**src/rtl/wts_pkg.sv**
```systemverilog
//------------------------------------------------------------------------------
// wts_pkg
// Shared types, constants and byte classification for the word tokenizer.
//------------------------------------------------------------------------------
`default_nettype none

package wts_pkg;

	localparam int PENDING_DEPTH_DEF = 16;

	localparam logic [7:0] HYPHEN_BYTE     = 8'd45;
	localparam logic [7:0] APOSTROPHE_BYTE = 8'd39;

	localparam logic KIND_CHAR = 1'b0;
	localparam logic KIND_MARK = 1'b1;

	// Commands from the controller to the datapath.
	typedef struct packed {
		logic accept;
		logic fetch;
		logic step_pend;
		logic step_final;
	} cmd_t;

	// Status from the datapath to the controller.
	typedef struct packed {
		logic in_alpha;
		logic pend_empty;
		logic fl_last;
		logic slot_free;
	} sts_t;

	// Outcome of running one confirmed byte through the word rules.
	typedef struct packed {
		logic       emit;
		logic       kind;
		logic [7:0] code;
		logic       word_open;
	} wb_t;

	function automatic logic is_alpha(input logic [7:0] b);
		return (b >= 8'd65 && b <= 8'd90) || (b >= 8'd97 && b <= 8'd122);
	endfunction

	function automatic logic is_space(input logic [7:0] b);
		return (b == 8'd32) || (b >= 8'd9 && b <= 8'd13);
	endfunction

	function automatic logic is_punct(input logic [7:0] b);
		return (b >= 8'd33 && b <= 8'd47) || (b >= 8'd58 && b <= 8'd64) ||
			(b >= 8'd91 && b <= 8'd96) || (b >= 8'd123 && b <= 8'd126);
	endfunction

	function automatic logic [7:0] to_lower(input logic [7:0] b);
		return (b >= 8'd65 && b <= 8'd90) ? b + 8'd32 : b;
	endfunction

	function automatic wb_t word_step(input logic [7:0] b, input logic word_open,
		input logic [7:0] prev);
		wb_t r;
		r.emit      = 1'b0;
		r.kind      = KIND_CHAR;
		r.code      = 8'd0;
		r.word_open = word_open;
		if (!is_punct(b)) begin
			r.emit      = 1'b1;
			r.code      = to_lower(b);
			r.word_open = 1'b1;
		end else if (b == HYPHEN_BYTE && word_open) begin
			r.emit      = 1'b1;
			r.kind      = KIND_MARK;
			r.word_open = 1'b0;
		end else if (b == APOSTROPHE_BYTE) begin
			r.emit      = 1'b1;
			r.code      = b;
			r.word_open = 1'b1;
		end else if (is_alpha(prev) && word_open) begin
			r.emit      = 1'b1;
			r.kind      = KIND_MARK;
			r.word_open = 1'b0;
		end
		return r;
	endfunction

endpackage

`default_nettype wire

```
**src/rtl/wts_ctrl.sv**
```systemverilog
//------------------------------------------------------------------------------
// wts_ctrl
// Sequencer: takes items and walks the pending buffer when a letter arrives.
//------------------------------------------------------------------------------
`default_nettype none

module wts_ctrl (
	input  wire logic          clk,
	input  wire logic          arst_n,
	input  wire logic          in_valid,
	output logic               in_stall,
	input  wire wts_pkg::sts_t sts,
	output wts_pkg::cmd_t      cmd
);
	import wts_pkg::*;

	typedef enum logic [3:0] {
		ST_IDLE  = 4'b0001,
		ST_FETCH = 4'b0010,
		ST_EMIT  = 4'b0100,
		ST_FINAL = 4'b1000
	} state_t;

	state_t state_q, state_d;

	assign in_stall = !(state_q == ST_IDLE && sts.slot_free);

	always_comb begin
		cmd.accept     = in_valid && !in_stall;
		cmd.fetch      = (state_q == ST_FETCH);
		cmd.step_pend  = (state_q == ST_EMIT) && sts.slot_free;
		cmd.step_final = (state_q == ST_FINAL) && sts.slot_free;
	end

	always_comb begin
		state_d = state_q;
		case (state_q)
			ST_IDLE: begin
				if (cmd.accept && sts.in_alpha && !sts.pend_empty) state_d = ST_FETCH;
			end
			ST_FETCH: state_d = ST_EMIT;
			ST_EMIT: begin
				if (cmd.step_pend) state_d = sts.fl_last ? ST_FINAL : ST_FETCH;
			end
			ST_FINAL: begin
				if (cmd.step_final) state_d = ST_IDLE;
			end
			default: state_d = ST_IDLE;
		endcase
	end

	always_ff @(posedge clk or negedge arst_n) begin
		if (!arst_n) state_q <= ST_IDLE;
		else state_q <= state_d;
	end

endmodule

`default_nettype wire

```
**src/rtl/wts_dp.sv**
```systemverilog
//------------------------------------------------------------------------------
// wts_dp
// Token state, pending byte memory, word rules and the output register.
//------------------------------------------------------------------------------
`default_nettype none

module wts_dp #(
	parameter int PENDING_DEPTH = wts_pkg::PENDING_DEPTH_DEF
) (
	input  wire logic          clk,
	input  wire logic          arst_n,
	input  wire logic [7:0]    ch,
	input  wire logic          end_of_input,
	input  wire wts_pkg::cmd_t cmd,
	output wts_pkg::sts_t      sts,
	output logic               out_valid,
	input  wire logic          out_stall,
	output logic               kind,
	output logic [7:0]         out_char,
	output logic               last,
	output logic               overflow
);
	import wts_pkg::*;

	localparam int CNT_W = $clog2(PENDING_DEPTH + 1);
	localparam int IDX_W = (PENDING_DEPTH > 1) ? $clog2(PENDING_DEPTH) : 1;

	logic [7:0]       mem_q [PENDING_DEPTH];
	logic [7:0]       rd_data_q;
	logic [7:0]       hold_q;
	logic [7:0]       prev_q;
	logic             seen_q, open_q, dropped_q;
	logic [CNT_W-1:0] count_q, fl_idx_q;

	logic             out_valid_q, kind_q, last_q, ovf_q;
	logic [7:0]       char_q;

	logic             in_sep, in_alpha, slot_free, push_ok;
	wb_t              wb_in, wb_pend, wb_fin;
	logic             ld, ld_kind, ld_last;
	logic [7:0]       ld_char;

	assign in_sep    = end_of_input || is_space(ch);
	assign in_alpha  = !end_of_input && is_alpha(ch);
	assign slot_free = !out_valid_q || !out_stall;
	assign push_ok   = count_q < CNT_W'(PENDING_DEPTH);

	assign wb_in   = word_step(ch, open_q, prev_q);
	assign wb_pend = word_step(rd_data_q, open_q, prev_q);
	assign wb_fin  = word_step(hold_q, open_q, prev_q);

	always_comb begin
		sts.in_alpha   = in_alpha;
		sts.pend_empty = (count_q == '0);
		sts.fl_last    = ((fl_idx_q + CNT_W'(1)) == count_q);
		sts.slot_free  = slot_free;
	end

	// Result selection for the output register.
	always_comb begin
		ld      = 1'b0;
		ld_kind = KIND_CHAR;
		ld_char = 8'd0;
		ld_last = 1'b0;
		if (cmd.accept) begin
			if (in_sep) begin
				ld      = open_q;
				ld_kind = KIND_MARK;
				ld_last = 1'b1;
			end else if (in_alpha && count_q == '0) begin
				ld      = 1'b1;
				ld_kind = wb_in.kind;
				ld_char = wb_in.code;
				ld_last = 1'b1;
			end
		end else if (cmd.step_pend) begin
			ld      = wb_pend.emit;
			ld_kind = wb_pend.kind;
			ld_char = wb_pend.code;
		end else if (cmd.step_final) begin
			ld      = 1'b1;
			ld_kind = wb_fin.kind;
			ld_char = wb_fin.code;
			ld_last = 1'b1;
		end
	end

	always_ff @(posedge clk) begin
		if (cmd.accept && !in_sep && !in_alpha && seen_q && push_ok)
			mem_q[count_q[IDX_W-1:0]] <= ch;
		if (cmd.fetch) rd_data_q <= mem_q[fl_idx_q[IDX_W-1:0]];
		if (cmd.accept) hold_q <= ch;
	end

	always_ff @(posedge clk) begin
		if (ld) begin
			kind_q <= ld_kind;
			char_q <= ld_char;
			last_q <= ld_last;
			ovf_q  <= dropped_q;
		end
	end

	always_ff @(posedge clk or negedge arst_n) begin
		if (!arst_n) begin
			out_valid_q <= 1'b0;
		end else if (ld) begin
			out_valid_q <= 1'b1;
		end else if (!out_stall) begin
			out_valid_q <= 1'b0;
		end
	end

	always_ff @(posedge clk or negedge arst_n) begin
		if (!arst_n) begin
			seen_q    <= 1'b0;
			open_q    <= 1'b0;
			dropped_q <= 1'b0;
			prev_q    <= 8'd0;
			count_q   <= '0;
			fl_idx_q  <= '0;
		end else if (cmd.accept) begin
			if (in_sep) begin
				seen_q    <= 1'b0;
				open_q    <= 1'b0;
				dropped_q <= 1'b0;
				prev_q    <= 8'd0;
				count_q   <= '0;
			end else if (in_alpha) begin
				seen_q   <= 1'b1;
				fl_idx_q <= '0;
				// With nothing pending the letter is finished right here.
				if (count_q == '0) begin
					open_q <= wb_in.word_open;
					prev_q <= ch;
				end
			end else if (seen_q) begin
				if (push_ok) count_q <= count_q + CNT_W'(1);
				else dropped_q <= 1'b1;
			end
		end else if (cmd.step_pend) begin
			open_q   <= wb_pend.word_open;
			prev_q   <= rd_data_q;
			fl_idx_q <= fl_idx_q + CNT_W'(1);
			if (sts.fl_last) count_q <= '0;
		end else if (cmd.step_final) begin
			open_q <= wb_fin.word_open;
			prev_q <= hold_q;
		end
	end

	assign out_valid = out_valid_q;
	assign kind      = kind_q;
	assign out_char  = char_q;
	assign last      = last_q;
	assign overflow  = ovf_q;

	a_load_needs_slot: assert property (@(posedge clk) disable iff (!arst_n)
		ld |-> slot_free)
		else $error("output register loaded while a stalled result waits");

	a_count_bound: assert property (@(posedge clk) disable iff (!arst_n)
		count_q <= CNT_W'(PENDING_DEPTH))
		else $error("pending count beyond buffer depth");

	a_mark_zero: assert property (@(posedge clk) disable iff (!arst_n)
		(out_valid_q && kind_q == KIND_MARK) |-> (char_q == 8'd0))
		else $error("end-of-word mark carries a character");

	a_final_last: assert property (@(posedge clk) disable iff (!arst_n)
		cmd.step_final |=> (out_valid_q && last_q && kind_q == KIND_CHAR))
		else $error("closing letter of a flush not flagged as last");

endmodule

`default_nettype wire

```
**src/rtl/word_tokenizer_stream.sv**
```systemverilog
//------------------------------------------------------------------------------
// word_tokenizer_stream
// Byte stream to lower-cased word characters and end-of-word marks.
//------------------------------------------------------------------------------
// A byte that closes a token, a letter with nothing pending, or a non-letter
// that is buffered or dropped is finished when it is accepted. A letter that
// confirms pending bytes walks them in order: the pending buffer is a memory
// with a registered read port, so each pending byte is read, then run through
// the word rules and loaded into the output register, and the letter follows.
// One result leaves per cycle at most, and a stalled output holds the input.
//------------------------------------------------------------------------------
`default_nettype none

module word_tokenizer_stream #(
	parameter int PENDING_DEPTH = wts_pkg::PENDING_DEPTH_DEF
) (
	input  wire logic       clk,
	input  wire logic       arst_n,
	input  wire logic       in_valid,
	output logic            in_stall,
	input  wire logic [7:0] ch,
	input  wire logic       end_of_input,
	output logic            out_valid,
	input  wire logic       out_stall,
	output logic            kind,
	output logic [7:0]      out_char,
	output logic            last,
	output logic            overflow
);
	import wts_pkg::*;

	cmd_t cmd;
	sts_t sts;

	wts_ctrl u_ctrl (
		.clk      (clk),
		.arst_n   (arst_n),
		.in_valid (in_valid),
		.in_stall (in_stall),
		.sts      (sts),
		.cmd      (cmd)
	);

	wts_dp #(
		.PENDING_DEPTH (PENDING_DEPTH)
	) u_dp (
		.clk          (clk),
		.arst_n       (arst_n),
		.ch           (ch),
		.end_of_input (end_of_input),
		.cmd          (cmd),
		.sts          (sts),
		.out_valid    (out_valid),
		.out_stall    (out_stall),
		.kind         (kind),
		.out_char     (out_char),
		.last         (last),
		.overflow     (overflow)
	);

endmodule

`default_nettype wire

```
**config.mk**
```make
export PLATFORM = sky130hd
export DESIGN_NAME = word_tokenizer_stream
export DESIGN_NICKNAME = d
export VERILOG_FILES = /design/src/rtl/wts_pkg.sv /design/src/rtl/wts_ctrl.sv /design/src/rtl/wts_dp.sv /design/src/rtl/word_tokenizer_stream.sv
export SDC_FILE = /design/constraint.sdc
export NUM_CORES = 1
export LEC_CHECK = 0
export ABC_AREA = 1
export BUFFER_PORTS_ARGS = -buffer_cell sky130_fd_sc_hd__clkbuf_2
export CELL_PAD_IN_SITES_DETAIL_PLACEMENT = 1
export CELL_PAD_IN_SITES_GLOBAL_PLACEMENT = 1
export CORE_UTILIZATION = 34
export CTS_CLUSTER_DIAMETER = 80
export DETAILED_ROUTE_END_ITERATION = 8
export HOLD_SLACK_MARGIN = 0.08
export PLACE_DENSITY_LB_ADDON = 0.1
export SYNTH_ARGS = -nofsm -noshare
export SYNTH_HDL_FRONTEND = slang
export SYNTH_SLANG_ARGS = --single-unit
```
**constraint.sdc**
```tcl
create_clock -name clk -period 3.2 [get_ports clk]
set_input_delay 0.32 -clock clk [delete_from_list [all_inputs] [get_ports clk]]
set_output_delay 0.32 -clock clk [all_outputs]
set_load 0.02 [all_outputs]
```
Yosys cells after proc, flatten, opt, wreduce, memory -nomap -nowiden

Memory sizes are Yosys's and may differ from the RTL's. A register that Yosys moved wholly into a read port is not among the register bits.
Index checks and enable logic that the tools add are counted.

Bits in registers: 45
Bits in writable memories: 128
Bits of input ports: 13
Output and inout port bits: 13
Word-level logic and storage cells: 238
Memories kept: 1

Memories:

| name       | depth | bits a word | read ports | clocked after memory_dff | write ports | RTL line     | RTL |
|---|---|---|---|---|---|---|---|
| u_dp.mem_q | 16    | 8           | 1          | 1                        | 1           | wts_dp.sv:28 | `logic [7:0] mem_q [PENDING_DEPTH];` |

Add/sub/neg operators: 5
Order comparisons: 39
Equal/unequal tests: 25
Mux-type cells: 87
Reduce and logical (&&, ||, !) cells: 68

Operators with widths:

| cell                                                                             | number |
|---|---|
| 8-bit two-way mux                                                                | 20 |
| 8-bit by 7-bit less-or-equal comparator with 1-bit output, second input constant | 15 |
| 8-bit by 7-bit >= comparator with 1-bit output, second input constant            | 12 |
| 8-bit by 6-bit equality test with 1-bit output, second input constant            | 7 |
| 5-bit two-way mux                                                                | 11 |
| 8-bit by 6-bit >= comparator with 1-bit output, second input constant            | 6 |
| 1-bit two-way mux                                                                | 46 |
| 1-bit logical AND                                                                | 35 |
| 9-bit two-way mux                                                                | 3 |
| 8-bit by 6-bit adder with 8-bit output, second input constant                    | 3 |
| 8-bit by 6-bit less-or-equal comparator with 1-bit output, second input constant | 3 |
| 4-bit two-way mux                                                                | 4 |
| 4-bit case mux with 4 select lines                                               | 1 |
| 1-bit logical OR                                                                 | 14 |
| 3-bit by 1-bit != test with 1-bit output, second input constant                  | 4 |
| 5-bit by 1-bit adder with 5-bit output, second input constant                    | 2 |
| 3-bit AND reduction                                                              | 3 |
| 8-bit by 4-bit >= comparator with 1-bit output, second input constant            | 1 |
| 8-bit by 4-bit less-or-equal comparator with 1-bit output, second input constant | 1 |
| 2-bit by 1-bit != test with 1-bit output, second input constant                  | 4 |
| 2-bit != test, second input constant                                             | 4 |
| 2-bit nonzero test                                                               | 4 |
| 1-bit logical NOT                                                                | 7 |
| 5-bit equality test                                                              | 1 |
| 12 further kinds                                                                 | 13 |

Depth between registers and ports, before layout

Depth in word-level cells: 12
Gate-level depth with buffers: 15
Mapped depth without buffers: 14

By module

From an unflattened synthesis, not the netlist that was laid out.

Cells, all modules: 971
Area, all modules: 8988.6 µm²

By module, submodules not included:

| module   | instances | cells an instance | area each (µm²) | seq. area each (µm²) |
|---|---|---|---|---|
| wts_dp   | 1         | 932               | 8715.9          | 5180.0 |
| wts_ctrl | 1         | 39                | 272.8           | 101.3 |

Worst setup path after synthesis

OpenSTA, ideal clock, no wires.

Kind: register to register
Start point: reg u_ctrl.state_q[0]
End point: mem u_dp.mem_q[15][0] (enable)
Setup time: 383 ps
Arrival: 2016 ps
Data required time: 2817 ps
Path slack: 800 ps
Cell stages (with the launch flop): 9
Buffers on the path: 0
Period minus slack after synthesis: 2400 ps
Cell sequence: dfstp_2 nand3_1 nor2_2 nand3_2 inv_2 nand3_4 nor2_4 nand2_1 nor3_1

Word-level cells in the longest chain between the ends: 9

RTL lines:

| item                                           | RTL line       | RTL |
|---|---|---|
| start: declaration                             | wts_ctrl.sv:24 | `state_t state_q, state_d;` |
| start signal: assignment                       | wts_ctrl.sv:54 | `else state_q <= state_d;` |
| 4-bit by 1-bit equality test with 1-bit output | wts_ctrl.sv:26 | `assign in_stall = !(state_q == ST_IDLE && sts.slot_free);` |
| 1-bit logical AND                              | wts_ctrl.sv:26 |  |
| 1-bit logical AND                              | wts_ctrl.sv:29 | `cmd.accept = in_valid && !in_stall;` |
| 1-bit logical AND (4 in series)                | wts_dp.sv:89   | `if (cmd.accept && !in_sep && !in_alpha && seen_q && push_ok)` |
| 1-bit two-way mux                              | wts_dp.sv:89   |  |
| 1-bit two-way mux (not written as such)        | wts_dp.sv:90   | `mem_q[count_q[IDX_W-1:0]] <= ch;` |
| end: declaration                               | wts_dp.sv:28   |  |

Every way passes these cells.

Worst setup path in the final report

Start point: reg u_ctrl.state_q[1]
End point: reg u_dp.char_q[3], in the netlist u_dp.out_char[3] (enable)

Word-level cells in the longest chain between the ends: 5
Elaborated cells between the ends (all ways): 10
Classes of those cells: 3 x eq/ne; 3 x mux; 4 x reduce/logical

RTL lines:

| item                   | RTL line       | RTL |
|---|---|---|
| 4-bit equality test    | wts_ctrl.sv:32 | `cmd.step_final = (state_q == ST_FINAL) && sts.slot_free;` |
| 1-bit logical AND      | wts_ctrl.sv:32 |  |
| 1-bit two-way mux      | wts_dp.sv:80   | `end else if (cmd.step_final) begin` |
| 1-bit two-way mux      | wts_dp.sv:76   | `end else if (cmd.step_pend) begin` |
| 1-bit two-way mux (*)  | wts_dp.sv:65   | `if (cmd.accept) begin` |
| net u_dp.ld            | wts_dp.sv:40   | `logic ld, ld_kind, ld_last;` |
| end signal: assignment | wts_dp.sv:98   | `char_q <= ld_char;` |
| end: declaration       | wts_dp.sv:36   | `logic [7:0] char_q;` |

Mark *: on every way through the listed nets, which the timed path passes. The rest lies on a longest branch.
A chain may end at the register's enable or synchronous reset.

==> run_results.csv <==
group,metric,value,unit
logic_synthesis,synth_enable_flop_cells,155,
cts,clkTransAtPathRegs,80,ps
finish,synthToLayoutAreaGrowth,13.88,%
logic_synthesis,ys_warn_count,0,
cts,insertion_delay,440,ps
global_routing,grt_overflow_total,0,
setup_path,startpoint_type,"flop",
sta,setup_viol,0,
cts,cts_tree,"yes",
finish,multiInputGateArea,2982,um^2
finish,instances_no_fill,1238,
place,dpl_cell_area,9295,um^2
sta,fin_crit,2618,ps
logic_synthesis,ys.flop_type,"edfxtp_1",
global_routing,antenna_found_initial,0,
logic_synthesis,ys_top_cells_by_area,"edfxtp_1 54%, nand2_1 8.0%, dfrtp_1 6.9%",
cts,cts-htree-levels,4,
cts,clock_sinks,180,
route,dr_wl_met3,656,um
finish,diodes,0,
route,dr_total_vias,6484,
floorplan,num_rows,58,
sta,max_freq,382.0,MHz
setup_path,reg2reg_depth,7,
route,wl_met1,11920,um
route,wl_met2,12870,um
logic_synthesis,syn-num-nets,880,
sta,layout_setup_ws,582.4,ps
floorplan,ios,26,
flow_run,drv_cap,0,
global_routing,grt_max_degree,66,
sta,skew,15.22,ps
logic_synthesis,yosysSeqAreaShare,60.86,%
route,wl_per_cell,20.83,um
finish,stdcell_area,9883,um^2
logic_synthesis,synthArstFlopShare,13.89,%
logic_synthesis,ys_seq_elements,180,
power_and_ir_drop,p_leak,3.785,nW
worst_hold_path,min_path_cells,3,
route,drt_wl_total,25780,um
logic_synthesis,synth_area_leader_cell,"edfxtp_1",
power_and_ir_drop,power_density,728.6,nW/um^2
finish,fill_cells,2871,
place,dp.final_hpwl,18680,um
place,port_buffers,25,
logic_synthesis,synth_cell_types,42,
setup_path,crit_type,"reg2reg",
status,run_status,"completed",
floorplan,core-area,25110,um^2
finish,ff_latch_area,5284,um^2
floorplan,start_util,34.56,%
route,postRouteAntennaNets,0,
cts,clockRootBuffer,"clkbuf_16",
cts,cts.path.max_buffers,2,
finish,final_util,39.36,%
global_routing,grt_usage,20.79,%
sta,hold_ws,242.3,ps
sta,relSlewSlack,55.20,%
power_and_ir_drop,p_total,7.201,mW
logic_synthesis,synth_top_area_share,53.63,%
finish,drive_gt1_share,13.33,%
sta,fin_crit_sh,81.80,%
setup_path,arrival,2710,ps
setup_path,cp-end-kind,"flop",
route,top_layer_used,"met4",
place,gp_routability_congestion,0.8399,
sta,rsz0062_at_grt,"false",
floorplan,die_y,161.8,um
route,vias_per_cell,5.237,
route,drt_iter0_markers,366,
sta,hold_viol,0,
cts,numCtsBuffers,17,
sta,tns,0,ps
setup_path,cp_data_required_time,3290,ps
logic_synthesis,synth_area,8678,um^2
setup_path,crit_fanout,11,
cts,postCtsSetupBuffers,0,
global_routing,first_global_vias,6810,
power_and_ir_drop,ir_drop,0.0003440,V
place,place_ws,583.7,ps
sta,report.final.slew_viol_count,0,
floorplan,die_w,161.8,um
worst_hold_path,hold_path.class,"in2reg",
global_routing,grt_first_pass_wirelength,40520,um
route,dr.pass1.iters,7,
place,dp.cells,1205,
floorplan,die_area,26170,um^2
logic_synthesis,syn_area_per_cell,10.17,um^2
finish,nNetsFinal,922,
sta,worst_pin_slew,672.0,ps
logic_synthesis,netlist_instances,853,
route,drc,0,
==> per-layer routing <==
layer	up-vias	track usage [%]
li1	3073	-
met1	3291	27.68
met2	94	35.29
met3	26	2.835
met4	0	5.918
met5	-	0
==> final timing paths <==
kind,start,endpoint,slack [ps]
worst max-delay path,u_ctrl.state_q[1],u_dp.out_char[3],580
worst min-delay path,out_stall,u_dp.out_valid,240
worst max register to register,u_ctrl.state_q[1],u_dp.out_char[3],580
worst min register to register,u_dp.prev_q[7],u_dp.prev_q[7],500
max in group asynchronous,arst_n,u_dp.fl_idx_q[0],2260
min in group asynchronous,arst_n,u_dp.open_q,460
==> report_power, final <==
part / total, mW / switching, mW / internal (mW)
registers: 3.00 / 0.215 / 2.79
clock network: 2.08 / 1.03 / 1.04
logic: 2.12 / 1.51 / 0.609
==> Yosys cell counts, drive strengths merged, types with 6 or more instances <==
library cell,instances
o221ai,26
nand3,58
o21ai,60
nor3,19
o22ai,6
buf,15
dfrtp,24
a21oi,10
nand4,17
nand2,193
inv,69
mux2i,26
nor2,116
clkbuf,19
ha,14
edfxtp,155
==> registers in the layout, indices dropped and copies added, names as in the netlist <==
signal          cells
u_dp.open_q         1
u_dp.rd_data_q      8
u_dp.out_valid      1
u_dp.mem_q        128
u_dp.kind           1
u_dp.count_q        5
u_dp.dropped_q      1
u_dp.prev_q         7
u_dp.last           1
u_dp.overflow       1
u_dp.out_char       8
u_dp.seen_q         1
u_dp.hold_q         8
u_dp.fl_idx_q       5
u_ctrl.state_q      4
==> critical path: stages (launching register included) <==
cell and delay, ps:
dfrtp_1 430, nor2_1 220, nand3_1 170, inv_2 120, nand2_1 350, nor2_1 460, nor2_1 150, nand2_1 370
==> cells by family (layout without fill, tap and decap cells) <==
group / Yosys count / after routing / share of synthesized area, %
XOR/XNOR: 5 / 5 / 0.5046
buffers and inverters: 103 / 158 / 4.787
flip-flops: 180 / 180 / 60.86
adder cells (fa/ha/maj): 14 / 14 / 2.018
AO/OA/AOI/OAI: 118 / 118 / 8.622
AND/OR/NAND/NOR: 407 / 407 / 20.21
multiplexers: 26 / 26 / 2.999
==> cell type report <==
type / count / share of cell area, %
multi-input cells: 570 / 30.17
well taps: 330 / 4.178
flip-flops and latches: 180 / 53.46
clock buffers: 17 / 4.304
clock inverters: 15 / 1.544
inverters: 69 / 2.621
repair buffers: 57 / 3.722
==> placed cells by master (no fill, tap or decap), drive strengths merged, types with 6 or more instances in the layout <==
cell / netlist / routed
nor3: 19 / 19
nand3: 58 / 58
nand2: 193 / 193
ha: 14 / 14
o221ai: 26 / 26
buf: 15 / 31
a21oi: 10 / 10
o22ai: 6 / 6
dfrtp: 24 / 24
o21ai: 60 / 60
clkbuf: 19 / 42
edfxtp: 155 / 155
mux2i: 26 / 26
nor2: 116 / 116
nand4: 17 / 17
inv: 69 / 79
==> timing repair <==
action | 4_1_cts | 5_1_grt
hold endpoints to repair | 24 | 0
hold buffers | 1 | 0
gates resized for setup | 0 | 0
No activity file was read; power rests on OpenSTA's default activity.
